### config.mk
export PLATFORM = sky130hd
export DESIGN_NAME = erlang_c_response_time
export DESIGN_NICKNAME = d
export VERILOG_FILES = /design/src/hdl/erct_pkg.sv /design/src/hdl/erlang_c_response_time.sv /design/src/hdl/erct_div.sv /design/src/hdl/erct_dp.sv /design/src/hdl/erct_ctrl.sv
export SDC_FILE = /design/constraint.sdc
export NUM_CORES = 2
export LEC_CHECK = 0
export ABC_AREA = 1
export BUFFER_PORTS_ARGS = -buffer_cell sky130_fd_sc_hd__buf_2
export CAP_MARGIN = 30
export CORE_UTILIZATION = 66
export CTS_CLUSTER_SIZE = 40
export DETAILED_ROUTE_END_ITERATION = 8
export GPL_ROUTABILITY_DRIVEN = 0
export HOLD_SLACK_MARGIN = 0.12
export PLACE_DENSITY = 0.83
export SETUP_SLACK_MARGIN = 0.02
export SLEW_MARGIN = 20
export SYNTH_ARGS = -nofsm -noshare
export SYNTH_HDL_FRONTEND = slang
export SYNTH_SLANG_ARGS = --single-unit
### constraint.sdc
create_clock -name aclk -period 8.75 [get_ports aclk]
set_input_delay 1.75 -clock aclk [delete_from_list [all_inputs] [get_ports aclk]]
set_output_delay 1.75 -clock aclk [all_outputs]
set_load 0.02 [all_outputs]
### src/hdl/erct_pkg.sv
// Shared types and constants for the M/M/c response time block.
`timescale 1ns / 1ps
package erct_pkg;

    localparam int MAX_SERVERS    = 64;
    localparam int PROB_FRAC_BITS = 30;
    localparam int CNT_W          = 7;                 // cpu_count register width
    localparam int UTIL_W         = 16;
    localparam int SVC_W          = 32;
    localparam int RESP_W         = 48;
    localparam int PROB_W         = PROB_FRAC_BITS + 1;
    localparam int LOAD_W         = CNT_W + UTIL_W;    // offered load a = c*u, Q.16
    localparam int DEN_W          = 40;                // divisor width
    localparam int WORD_W         = 64;                // dividend shift word
    localparam int STEP_W         = 7;                 // divider step count
    localparam int MUL_W          = 32;
    localparam logic [PROB_W-1:0] PROB_ONE = PROB_W'(1) << PROB_FRAC_BITS;

    typedef enum logic [1:0] {
        MS_AB  = 2'd0,   // a * B
        MS_UOB = 2'd1,   // u * (1 - B)
        MS_CS  = 2'd2    // C * s
    } mul_sel_t;

    typedef enum logic [1:0] {
        DS_ONE = 2'd0,   // one-server quotient
        DS_B   = 2'd1,   // Erlang B step
        DS_C   = 2'd2,   // Erlang C step
        DS_F   = 2'd3    // waiting-time term
    } div_sel_t;

    typedef struct packed {
        logic     load;
        logic     mul_go;
        mul_sel_t mul_sel;
        logic     div_go;
        div_sel_t div_sel;
        logic     b_upd;
        logic     c_upd;
        logic     res_upd;
        logic     res_fin;
    } dp_cmd_t;

    typedef struct packed {
        logic div_done;
        logic single;
        logic k_last;
    } dp_stat_t;

endpackage

### src/hdl/erlang_c_response_time.sv
// Top level: M/M/c mean response time with APB configuration.
//
//  channel  | ports                          | moves
//  ---------+--------------------------------+-------------------------------
//  input    | s_valid s_ready s_service_time | service time, Q16.16
//  result   | m_valid m_ready m_response_time m_saturated | Q32.16 + clip flag
//  config   | psel penable pwrite paddr pwdata prdata pready | c, u
//
// One server: the result comes from a single 48-step divide.
// c servers: the serial divider is shared by the Erlang B recurrence,
// the Erlang C step and the final term.
// Reset is synchronous, active low; it gives cpu_count = 1, utilisation = 0.
// A stalled result waits in the output register; the next input transfer
// is taken once the result has moved there.
`timescale 1ns / 1ps
module erlang_c_response_time (
    input  logic        aclk,
    input  logic        aresetn,
    input  logic        s_valid,
    output logic        s_ready,
    input  logic [31:0] s_service_time,
    output logic        m_valid,
    input  logic        m_ready,
    output logic [47:0] m_response_time,
    output logic        m_saturated,
    input  logic        psel,
    input  logic        penable,
    input  logic        pwrite,
    input  logic [2:0]  paddr,
    input  logic [31:0] pwdata,
    output logic [31:0] prdata,
    output logic        pready
);
    localparam logic REG_CPU  = 1'b0;
    localparam logic REG_UTIL = 1'b1;

    logic [erct_pkg::CNT_W-1:0]  cpu_reg;
    logic [erct_pkg::UTIL_W-1:0] util_reg;
    logic                        m_valid_reg;
    logic [erct_pkg::RESP_W-1:0] resp_reg, dp_resp;
    logic                        sat_reg, dp_sat;
    logic                        out_load, out_free;
    erct_pkg::dp_cmd_t           cmd;
    erct_pkg::dp_stat_t          stat;

    assign pready = 1'b1;

    always_ff @(posedge aclk) begin
        if (!aresetn) begin
            cpu_reg  <= erct_pkg::CNT_W'(1);
            util_reg <= '0;
        end else if (psel && penable && pwrite) begin
            unique case (paddr[2])
                REG_CPU:  cpu_reg  <= pwdata[erct_pkg::CNT_W-1:0];
                REG_UTIL: util_reg <= pwdata[erct_pkg::UTIL_W-1:0];
                default:  ;
            endcase
        end
    end

    always_comb begin
        unique case (paddr[2])
            REG_CPU:  prdata = 32'(cpu_reg);
            REG_UTIL: prdata = 32'(util_reg);
            default:  prdata = '0;
        endcase
    end

    erct_ctrl u_ctrl (
        .aclk     (aclk),
        .aresetn  (aresetn),
        .in_valid (s_valid),
        .in_ready (s_ready),
        .out_free (out_free),
        .out_load (out_load),
        .stat     (stat),
        .cmd      (cmd)
    );

    erct_dp u_dp (
        .aclk          (aclk),
        .aresetn       (aresetn),
        .cmd           (cmd),
        .stat          (stat),
        .cpu_count     (cpu_reg),
        .utilisation   (util_reg),
        .service_time  (s_service_time),
        .response_time (dp_resp),
        .saturated     (dp_sat)
    );

    assign out_free = !m_valid_reg || m_ready;

    always_ff @(posedge aclk) begin
        if (!aresetn)
            m_valid_reg <= 1'b0;
        else if (out_load)
            m_valid_reg <= 1'b1;
        else if (m_ready)
            m_valid_reg <= 1'b0;
    end

    always_ff @(posedge aclk) begin
        if (out_load) begin
            resp_reg <= dp_resp;
            sat_reg  <= dp_sat;
        end
    end

    assign m_valid         = m_valid_reg;
    assign m_response_time = resp_reg;
    assign m_saturated     = sat_reg;
endmodule

### src/hdl/erct_div.sv
// Restoring serial divider, one quotient bit per cycle.
`timescale 1ns / 1ps
module erct_div (
    input  logic                             aclk,
    input  logic                             aresetn,
    input  logic                             start,
    input  logic [erct_pkg::DEN_W-1:0]       den,
    input  logic [erct_pkg::DEN_W-1:0]       rem_init,
    input  logic [erct_pkg::WORD_W-1:0]      word,
    input  logic [erct_pkg::STEP_W-1:0]      steps,
    output logic [erct_pkg::WORD_W-1:0]      quot,
    output logic                             done
);
    logic [erct_pkg::DEN_W-1:0]  den_reg, rem_reg, rem_next;
    logic [erct_pkg::WORD_W-1:0] word_reg, q_reg;
    logic [erct_pkg::STEP_W-1:0] cnt_reg;
    logic                        busy_reg, done_reg;
    logic [erct_pkg::DEN_W:0]    sh;
    logic                        qbit;

    always_comb begin
        sh   = {rem_reg, word_reg[erct_pkg::WORD_W-1]};
        qbit = (sh >= {1'b0, den_reg});
        rem_next = qbit ? erct_pkg::DEN_W'(sh - {1'b0, den_reg})
                        : sh[erct_pkg::DEN_W-1:0];
    end

    always_ff @(posedge aclk) begin
        if (!aresetn) begin
            busy_reg <= 1'b0;
            done_reg <= 1'b0;
            cnt_reg  <= '0;
        end else begin
            done_reg <= 1'b0;
            if (start) begin
                busy_reg <= 1'b1;
                cnt_reg  <= steps;
            end else if (busy_reg) begin
                cnt_reg <= cnt_reg - 1'b1;
                if (cnt_reg == erct_pkg::STEP_W'(1)) begin
                    busy_reg <= 1'b0;
                    done_reg <= 1'b1;
                end
            end
        end
    end

    always_ff @(posedge aclk) begin
        if (start) begin
            den_reg  <= den;
            rem_reg  <= rem_init;
            word_reg <= word;
            q_reg    <= '0;
        end else if (busy_reg) begin
            rem_reg  <= rem_next;
            word_reg <= {word_reg[erct_pkg::WORD_W-2:0], 1'b0};
            q_reg    <= {q_reg[erct_pkg::WORD_W-2:0], qbit};
        end
    end

    assign quot = q_reg;
    assign done = done_reg;
endmodule

### src/hdl/erct_dp.sv
// Datapath: operand registers, shared multiplier, divider and result sum.
`timescale 1ns / 1ps
module erct_dp (
    input  logic                              aclk,
    input  logic                              aresetn,
    input  erct_pkg::dp_cmd_t                 cmd,
    output erct_pkg::dp_stat_t                stat,
    input  logic [erct_pkg::CNT_W-1:0]        cpu_count,
    input  logic [erct_pkg::UTIL_W-1:0]       utilisation,
    input  logic [erct_pkg::SVC_W-1:0]        service_time,
    output logic [erct_pkg::RESP_W-1:0]       response_time,
    output logic                              saturated
);
    localparam int TW = 2 * erct_pkg::MUL_W - erct_pkg::UTIL_W;

    logic [erct_pkg::SVC_W-1:0]  s_reg;
    logic [erct_pkg::CNT_W-1:0]  c_reg, k_reg, c_eff;
    logic [erct_pkg::UTIL_W-1:0] u_reg;
    logic [erct_pkg::LOAD_W-1:0] a_reg;
    logic [erct_pkg::PROB_W-1:0] b_reg, cp_reg, ob;
    logic [2*erct_pkg::MUL_W-1:0] prod_reg;
    logic [erct_pkg::MUL_W-1:0]  mul_a, mul_b;
    logic [erct_pkg::RESP_W-1:0] res_reg;
    logic                        sat_reg;
    logic [erct_pkg::UTIL_W:0]   d;
    logic [TW-1:0]               t;
    logic [erct_pkg::DEN_W-1:0]  den, rem_init;
    logic [erct_pkg::WORD_W-1:0] word, quot;
    logic [erct_pkg::STEP_W-1:0] steps;
    logic [erct_pkg::PROB_W-1:0] den2;
    logic [erct_pkg::CNT_W+erct_pkg::UTIL_W:0] cd;
    logic [erct_pkg::WORD_W:0]   sum;
    logic                        div_done;

    always_comb begin
        if (cpu_count == '0)
            c_eff = erct_pkg::CNT_W'(1);
        else if (cpu_count > erct_pkg::CNT_W'(erct_pkg::MAX_SERVERS))
            c_eff = erct_pkg::CNT_W'(erct_pkg::MAX_SERVERS);
        else
            c_eff = cpu_count;
    end

    assign d  = (erct_pkg::UTIL_W+1)'(1 << erct_pkg::UTIL_W) - {1'b0, u_reg};
    assign ob = erct_pkg::PROB_ONE - b_reg;
    assign t  = prod_reg[2*erct_pkg::MUL_W-1:erct_pkg::UTIL_W];
    assign cd = c_reg * d;
    // 1 - u*(1-B), the product truncated back to the probability format
    assign den2 = erct_pkg::PROB_ONE
                - erct_pkg::PROB_W'(prod_reg >> erct_pkg::UTIL_W);

    always_comb begin
        case (cmd.mul_sel)
            erct_pkg::MS_AB: begin
                mul_a = erct_pkg::MUL_W'(a_reg);
                mul_b = erct_pkg::MUL_W'(b_reg);
            end
            erct_pkg::MS_UOB: begin
                mul_a = erct_pkg::MUL_W'(u_reg);
                mul_b = erct_pkg::MUL_W'(ob);
            end
            default: begin
                mul_a = erct_pkg::MUL_W'(cp_reg);
                mul_b = s_reg;
            end
        endcase
    end

    always_comb begin
        case (cmd.div_sel)
            erct_pkg::DS_ONE: begin
                den      = erct_pkg::DEN_W'(d);
                rem_init = '0;
                word     = {s_reg, {(erct_pkg::WORD_W-erct_pkg::SVC_W){1'b0}}};
                steps    = erct_pkg::STEP_W'(erct_pkg::SVC_W + erct_pkg::UTIL_W);
            end
            erct_pkg::DS_B: begin
                den      = erct_pkg::DEN_W'({k_reg, {erct_pkg::PROB_FRAC_BITS{1'b0}}})
                         + erct_pkg::DEN_W'(t);
                rem_init = erct_pkg::DEN_W'(t >> 1);
                word     = {t[0], {(erct_pkg::WORD_W-1){1'b0}}};
                steps    = erct_pkg::STEP_W'(erct_pkg::PROB_FRAC_BITS + 1);
            end
            erct_pkg::DS_C: begin
                den      = erct_pkg::DEN_W'(den2);
                rem_init = erct_pkg::DEN_W'(b_reg >> 1);
                word     = {b_reg[0], {(erct_pkg::WORD_W-1){1'b0}}};
                steps    = erct_pkg::STEP_W'(erct_pkg::PROB_FRAC_BITS + 1);
            end
            default: begin
                den      = erct_pkg::DEN_W'(cd) << (erct_pkg::PROB_FRAC_BITS
                                                    - erct_pkg::UTIL_W);
                rem_init = '0;
                word     = {prod_reg[2*erct_pkg::MUL_W-2:0], 1'b0};
                steps    = erct_pkg::STEP_W'(2 * erct_pkg::MUL_W - 1);
            end
        endcase
    end

    erct_div u_div (
        .aclk     (aclk),
        .aresetn  (aresetn),
        .start    (cmd.div_go),
        .den      (den),
        .rem_init (rem_init),
        .word     (word),
        .steps    (steps),
        .quot     (quot),
        .done     (div_done)
    );

    assign sum = {1'b0, quot} + (cmd.res_fin ? (erct_pkg::WORD_W+1)'(s_reg)
                                             : '0);

    always_ff @(posedge aclk) begin
        if (cmd.load) begin
            s_reg <= service_time;
            c_reg <= c_eff;
            u_reg <= utilisation;
            a_reg <= c_eff * utilisation;
            b_reg <= erct_pkg::PROB_ONE;
            k_reg <= erct_pkg::CNT_W'(1);
        end
        if (cmd.mul_go)
            prod_reg <= mul_a * mul_b;
        if (cmd.b_upd) begin
            b_reg <= quot[erct_pkg::PROB_W-1:0];
            k_reg <= k_reg + 1'b1;
        end
        if (cmd.c_upd)
            cp_reg <= quot[erct_pkg::PROB_W-1:0];
        if (cmd.res_upd) begin
            // clip to the largest Q32.16 value
            if (sum[erct_pkg::WORD_W:erct_pkg::RESP_W] != '0) begin
                res_reg <= '1;
                sat_reg <= 1'b1;
            end else begin
                res_reg <= sum[erct_pkg::RESP_W-1:0];
                sat_reg <= 1'b0;
            end
        end
    end

    assign stat.div_done  = div_done;
    assign stat.single    = (c_reg == erct_pkg::CNT_W'(1));
    assign stat.k_last    = (k_reg == c_reg);
    assign response_time  = res_reg;
    assign saturated      = sat_reg;
endmodule

### src/hdl/erct_ctrl.sv
// Controller: one-server divide, or recurrence, Erlang C step and final term.
`timescale 1ns / 1ps
module erct_ctrl (
    input  logic                 aclk,
    input  logic                 aresetn,
    input  logic                 in_valid,
    output logic                 in_ready,
    input  logic                 out_free,
    output logic                 out_load,
    input  erct_pkg::dp_stat_t   stat,
    output erct_pkg::dp_cmd_t    cmd
);
    typedef enum logic [3:0] {
        ST_IDLE, ST_DISPATCH, ST_ONE_WAIT, ST_B_MUL, ST_B_DIV, ST_B_WAIT,
        ST_C_MUL, ST_C_DIV, ST_C_WAIT, ST_F_MUL, ST_F_DIV, ST_F_WAIT, ST_OUT
    } state_t;

    state_t state_reg, state_next;

    always_comb begin
        state_next  = state_reg;
        cmd         = '0;
        cmd.mul_sel = erct_pkg::MS_AB;
        cmd.div_sel = erct_pkg::DS_ONE;
        in_ready    = 1'b0;
        out_load    = 1'b0;
        unique case (state_reg)
            ST_IDLE: begin
                in_ready = 1'b1;
                if (in_valid) begin
                    cmd.load   = 1'b1;
                    state_next = ST_DISPATCH;
                end
            end
            ST_DISPATCH: begin
                if (stat.single) begin
                    cmd.div_go  = 1'b1;
                    cmd.div_sel = erct_pkg::DS_ONE;
                    state_next  = ST_ONE_WAIT;
                end else begin
                    state_next = ST_B_MUL;
                end
            end
            ST_ONE_WAIT: begin
                if (stat.div_done) begin
                    cmd.res_upd = 1'b1;
                    state_next  = ST_OUT;
                end
            end
            ST_B_MUL: begin
                cmd.mul_go  = 1'b1;
                cmd.mul_sel = erct_pkg::MS_AB;
                state_next  = ST_B_DIV;
            end
            ST_B_DIV: begin
                cmd.div_go  = 1'b1;
                cmd.div_sel = erct_pkg::DS_B;
                state_next  = ST_B_WAIT;
            end
            ST_B_WAIT: begin
                if (stat.div_done) begin
                    cmd.b_upd  = 1'b1;
                    state_next = stat.k_last ? ST_C_MUL : ST_B_MUL;
                end
            end
            ST_C_MUL: begin
                cmd.mul_go  = 1'b1;
                cmd.mul_sel = erct_pkg::MS_UOB;
                state_next  = ST_C_DIV;
            end
            ST_C_DIV: begin
                cmd.div_go  = 1'b1;
                cmd.div_sel = erct_pkg::DS_C;
                state_next  = ST_C_WAIT;
            end
            ST_C_WAIT: begin
                if (stat.div_done) begin
                    cmd.c_upd  = 1'b1;
                    state_next = ST_F_MUL;
                end
            end
            ST_F_MUL: begin
                cmd.mul_go  = 1'b1;
                cmd.mul_sel = erct_pkg::MS_CS;
                state_next  = ST_F_DIV;
            end
            ST_F_DIV: begin
                cmd.div_go  = 1'b1;
                cmd.div_sel = erct_pkg::DS_F;
                state_next  = ST_F_WAIT;
            end
            ST_F_WAIT: begin
                if (stat.div_done) begin
                    cmd.res_upd = 1'b1;
                    cmd.res_fin = 1'b1;
                    state_next  = ST_OUT;
                end
            end
            ST_OUT: begin
                // hold the result until the output register frees
                if (out_free) begin
                    out_load   = 1'b1;
                    state_next = ST_IDLE;
                end
            end
            default: state_next = ST_IDLE;
        endcase
    end

    always_ff @(posedge aclk) begin
        if (!aresetn)
            state_reg <= ST_IDLE;
        else
            state_reg <= state_next;
    end
endmodule

==> metrics.md <==
| Metric | Value |
|---|---|
| Met3 WL | around 37 mm |
| CTS Buf Count | 54 |
| Later-pin clock latency in the skew report | a little under 0.7 ns |
| Nets | slightly above 10000 |
| Worst Path Max Fanout | 16 |
| WHS Path Cells | 0 |
| Finished Layout Cells | ~10000 |
| First-pass detailed-route iteration total | 8 |
| Final slew viol count | 0 |
| Distinct cells, synth | 60 |
| Syn_area_per_cell | between 8 and 9 um^2 |
| Worst R2R Setup Slack | -0.08 ns |
| Max reg flops | 64 |
| H-tree depth | 2 |
| Initial antenna violation count | 6 |
| CTS max path bufs | 3 |
| CTS tree | done |
| CP max stage delay | around 0.66 ns |
| Synth top area cells | fa_1 29%, edfxtp_1 20%, inv_1 9.6% |
| Max_cap viols | 0 |
| Final period util | 1.009 |
| Syn Inst Count | 8420 |
| Finish-stage setup viols | 7 |
| Slowest library cell on the worst path | fa_1 |
| Fin. Hold Viols | 0 |
| Most used cell, CP | nand2_1 |
| Worst hold slack | between 0.4 and 0.5 ns |
| Post-synth EDFFs | around 450 |
| First-pass GRT wire length | roughly 350 mm |
| RSZ-0062 raised after global routing | true |
| Routed Antenna Nets | 0 |
| Synth top cells by count | 1774 x inv_1, 1763 x nand2_1, 1012 x fa_1 |
| Final TNS setup | -0.1847 ns |
| Register area share after synthesis | 0.2243 |
| Grt ovf | 0 |
| CP Class | reg2reg |
| Clock transition at path regs | around 0.070 ns |
| Port buffer count | roughly 120 |
| Synth top area share | 0.2920 |
| Buf/Inv on CP | 7 |
| Final worst setup slack | -0.07836 ns |
| Met2 wire length | between 90 and 100 mm |
| CP Data Arrival Time | 9.25 ns |
| Seq cells post-synth | roughly 550 |
| CP Depth | 34 |
| CP delay by family, top | adder cells |
| Fin area | ~76000 um^2 |
| Sink Count | about 550 |
| Status | complete, but fails checks |
| Die Ht | about 330 um |
| Final wirelength | about 230 mm |
| Post-cts hold buffer count | 0 |
| Max_slew headroom | 0.3542 |
| Placed cells | around 9900 |
| Area of the mapped netlist | approximately 69000 um^2 |
| Area of the multi-input gates | between 40000 and 50000 um^2 |
| CTS root buf | clkbuf_16 |
| Initial Utilization | 0.6676 |
| Failing checks | negative setup slack |
| Most numerous cell in the Yosys netlist | inv_1 |
| WP data required | around 9.2 ns |
| Reg2Reg Depth | 34 |
| Area Growth Syn to Fin | 9.967% |
| Die X | 326.2 um |
| Initial DRC count | approximately 9300 |
| Number of global-route vias before repair | 61921 |
| Total track usage | 0.4284 |
| Die area | between 100000 and 150000 um^2 |
| HP Class | reg2reg |
| # IOs | 158 |
| Met1 wire length | approximately 75 mm |
| Largest net degree at the start of global routing | ~110 |
| Wire per inst | 22.79 um |
| Setup crit start kind | register |
| Area after DPL | 72810 um^2 |
| DP Wirelength | ~180 mm |
| Synth area leader | fa_1 |
| Layout cells sized above 1 | 0.1009 |
| Top sig layer | met5 |
| Clk_skew | approximately 0.052 ns |
| Min Tclk post-route | around 8.8 ns |
| FP Rows | 118 |
| Residual DRC | 0 |
| Vias | between 60000 and 70000 |
| Worst-margin pin slew | around 0.96 ns |
| Area occupied by registers | 15560 um^2 |
| Vias/cell | about 6.2 |
| Critical path capture point type | register |
| Fmax | ~110 MHz |
| Predominant post-synthesis flop cell | edfxtp_1 |
| Synthesis Warnings | 0 |
| Fillers | ~7000 |
| Async SR Flop Fraction | 0 |
| Core area | between 100000 and 150000 um^2 |
==> worst reg2reg max path, delay by kind of cell (launching register included) <==
kind	cells	cell delay, ns
compound gates	5	0.90
xor+xnor	1	0.29
fa+ha+maj	9	4.01
buf+inv	7	1.19
flops	1	0.41
simple gates	12	1.78
==> layout by cell type (no fill, tap or decap), types with 17 or more instances in the layout <==
cell type	instances
inv_1	1757
nand2_1	1740
fa_1	992
nor2_1	903
edfxtp_1	451
ha_1	400
buf_4	284
o21ai_0	277
nand3_1	251
a21oi_1	246
buf_2	123
xor2_1	106
dfxtp_1	101
xnor2_1	88
o22ai_1	69
a31oi_1	57
clkbuf_16	57
nor3_1	56
nand4_1	49
inv_2	45
a22oi_1	43
nor2_2	28
o21ai_1	28
nand2_2	27
nand3_2	26
a21o_1	25
buf_12	25
o211ai_1	22
o21ai_2	21
or2_2	21
a21oi_2	21
o21bai_1	20
fa_2	20
ha_4	20
conb_1	17
==> worst paths after layout <==
path | start | end
setup / recovery | u_ctrl.state_reg[2]$_SDFFE_PN0P_ | u_dp.prod_reg[57]$_DFFE_PP_
hold / removal | u_dp.response_time[44]$_SDFFCE_PP1P_ | m_response_time[44]$_DFFE_PP_
setup reg to reg | u_ctrl.state_reg[2]$_SDFFE_PN0P_ | u_dp.prod_reg[57]$_DFFE_PP_
hold reg to reg | u_dp.response_time[44]$_SDFFCE_PP1P_ | m_response_time[44]$_DFFE_PP_
==> logic make-up (layout without fill, tap and decap cells) <==
kind of cell,count (synthesis),count (layout),share of synthesized area
AND/OR/NAND/NOR,3172,3173,0.1854
buffers and inverters,2132,2370,0.1185
adder cells (fa/ha/maj),1440,1440,0.3692
AO/OA/AOI/OAI,925,925,0.07765
flip-flops,552,552,0.2243
XOR/XNOR,197,197,0.02487
other,2,21,0.0001082
==> layout make-up <==
class	instances	share of cell area
tap	1380	0.02263
inverter	1826	0.09042
multi-input combinational	5752	0.6125
clock inverter	33	0.005821
timing repair buffer	441	0.04437
clock buffer	69	0.02009
timing repair inverter	1	0.00006559
sequential	552	0.2040
antenna	4	0.0001312
==> per-layer routing <==
metal / vias to the layer above / track usage
met5: - / 0
met4: 12 / 0.2696
met1: 29054 / 0.5289
li1: 26298 / -
met3: 1396 / 0.1468
met2: 5126 / 0.6474
==> per-stage QoR <==
step,setup WS (ns),util
global route,-0.2107,0.7340
floorplan,0.8443,-
global placement,0.03757,0.6997
finish,-0.07836,0.7341
detailed placement,-0.2334,0.7005
CTS,0.02066,0.7208
==> timing repair <==
action | 4_1_cts | 5_1_grt
setup buffers | 1 | 53
gates cloned | 0 | 2
resized for setup | 32 | 223
endpoints found under the setup margin | 27 | 43
pin swaps | 4 | 73
Power is not shown: default switching activity piles up to over one toggle a cycle in this logic, so the estimate is an artifact.
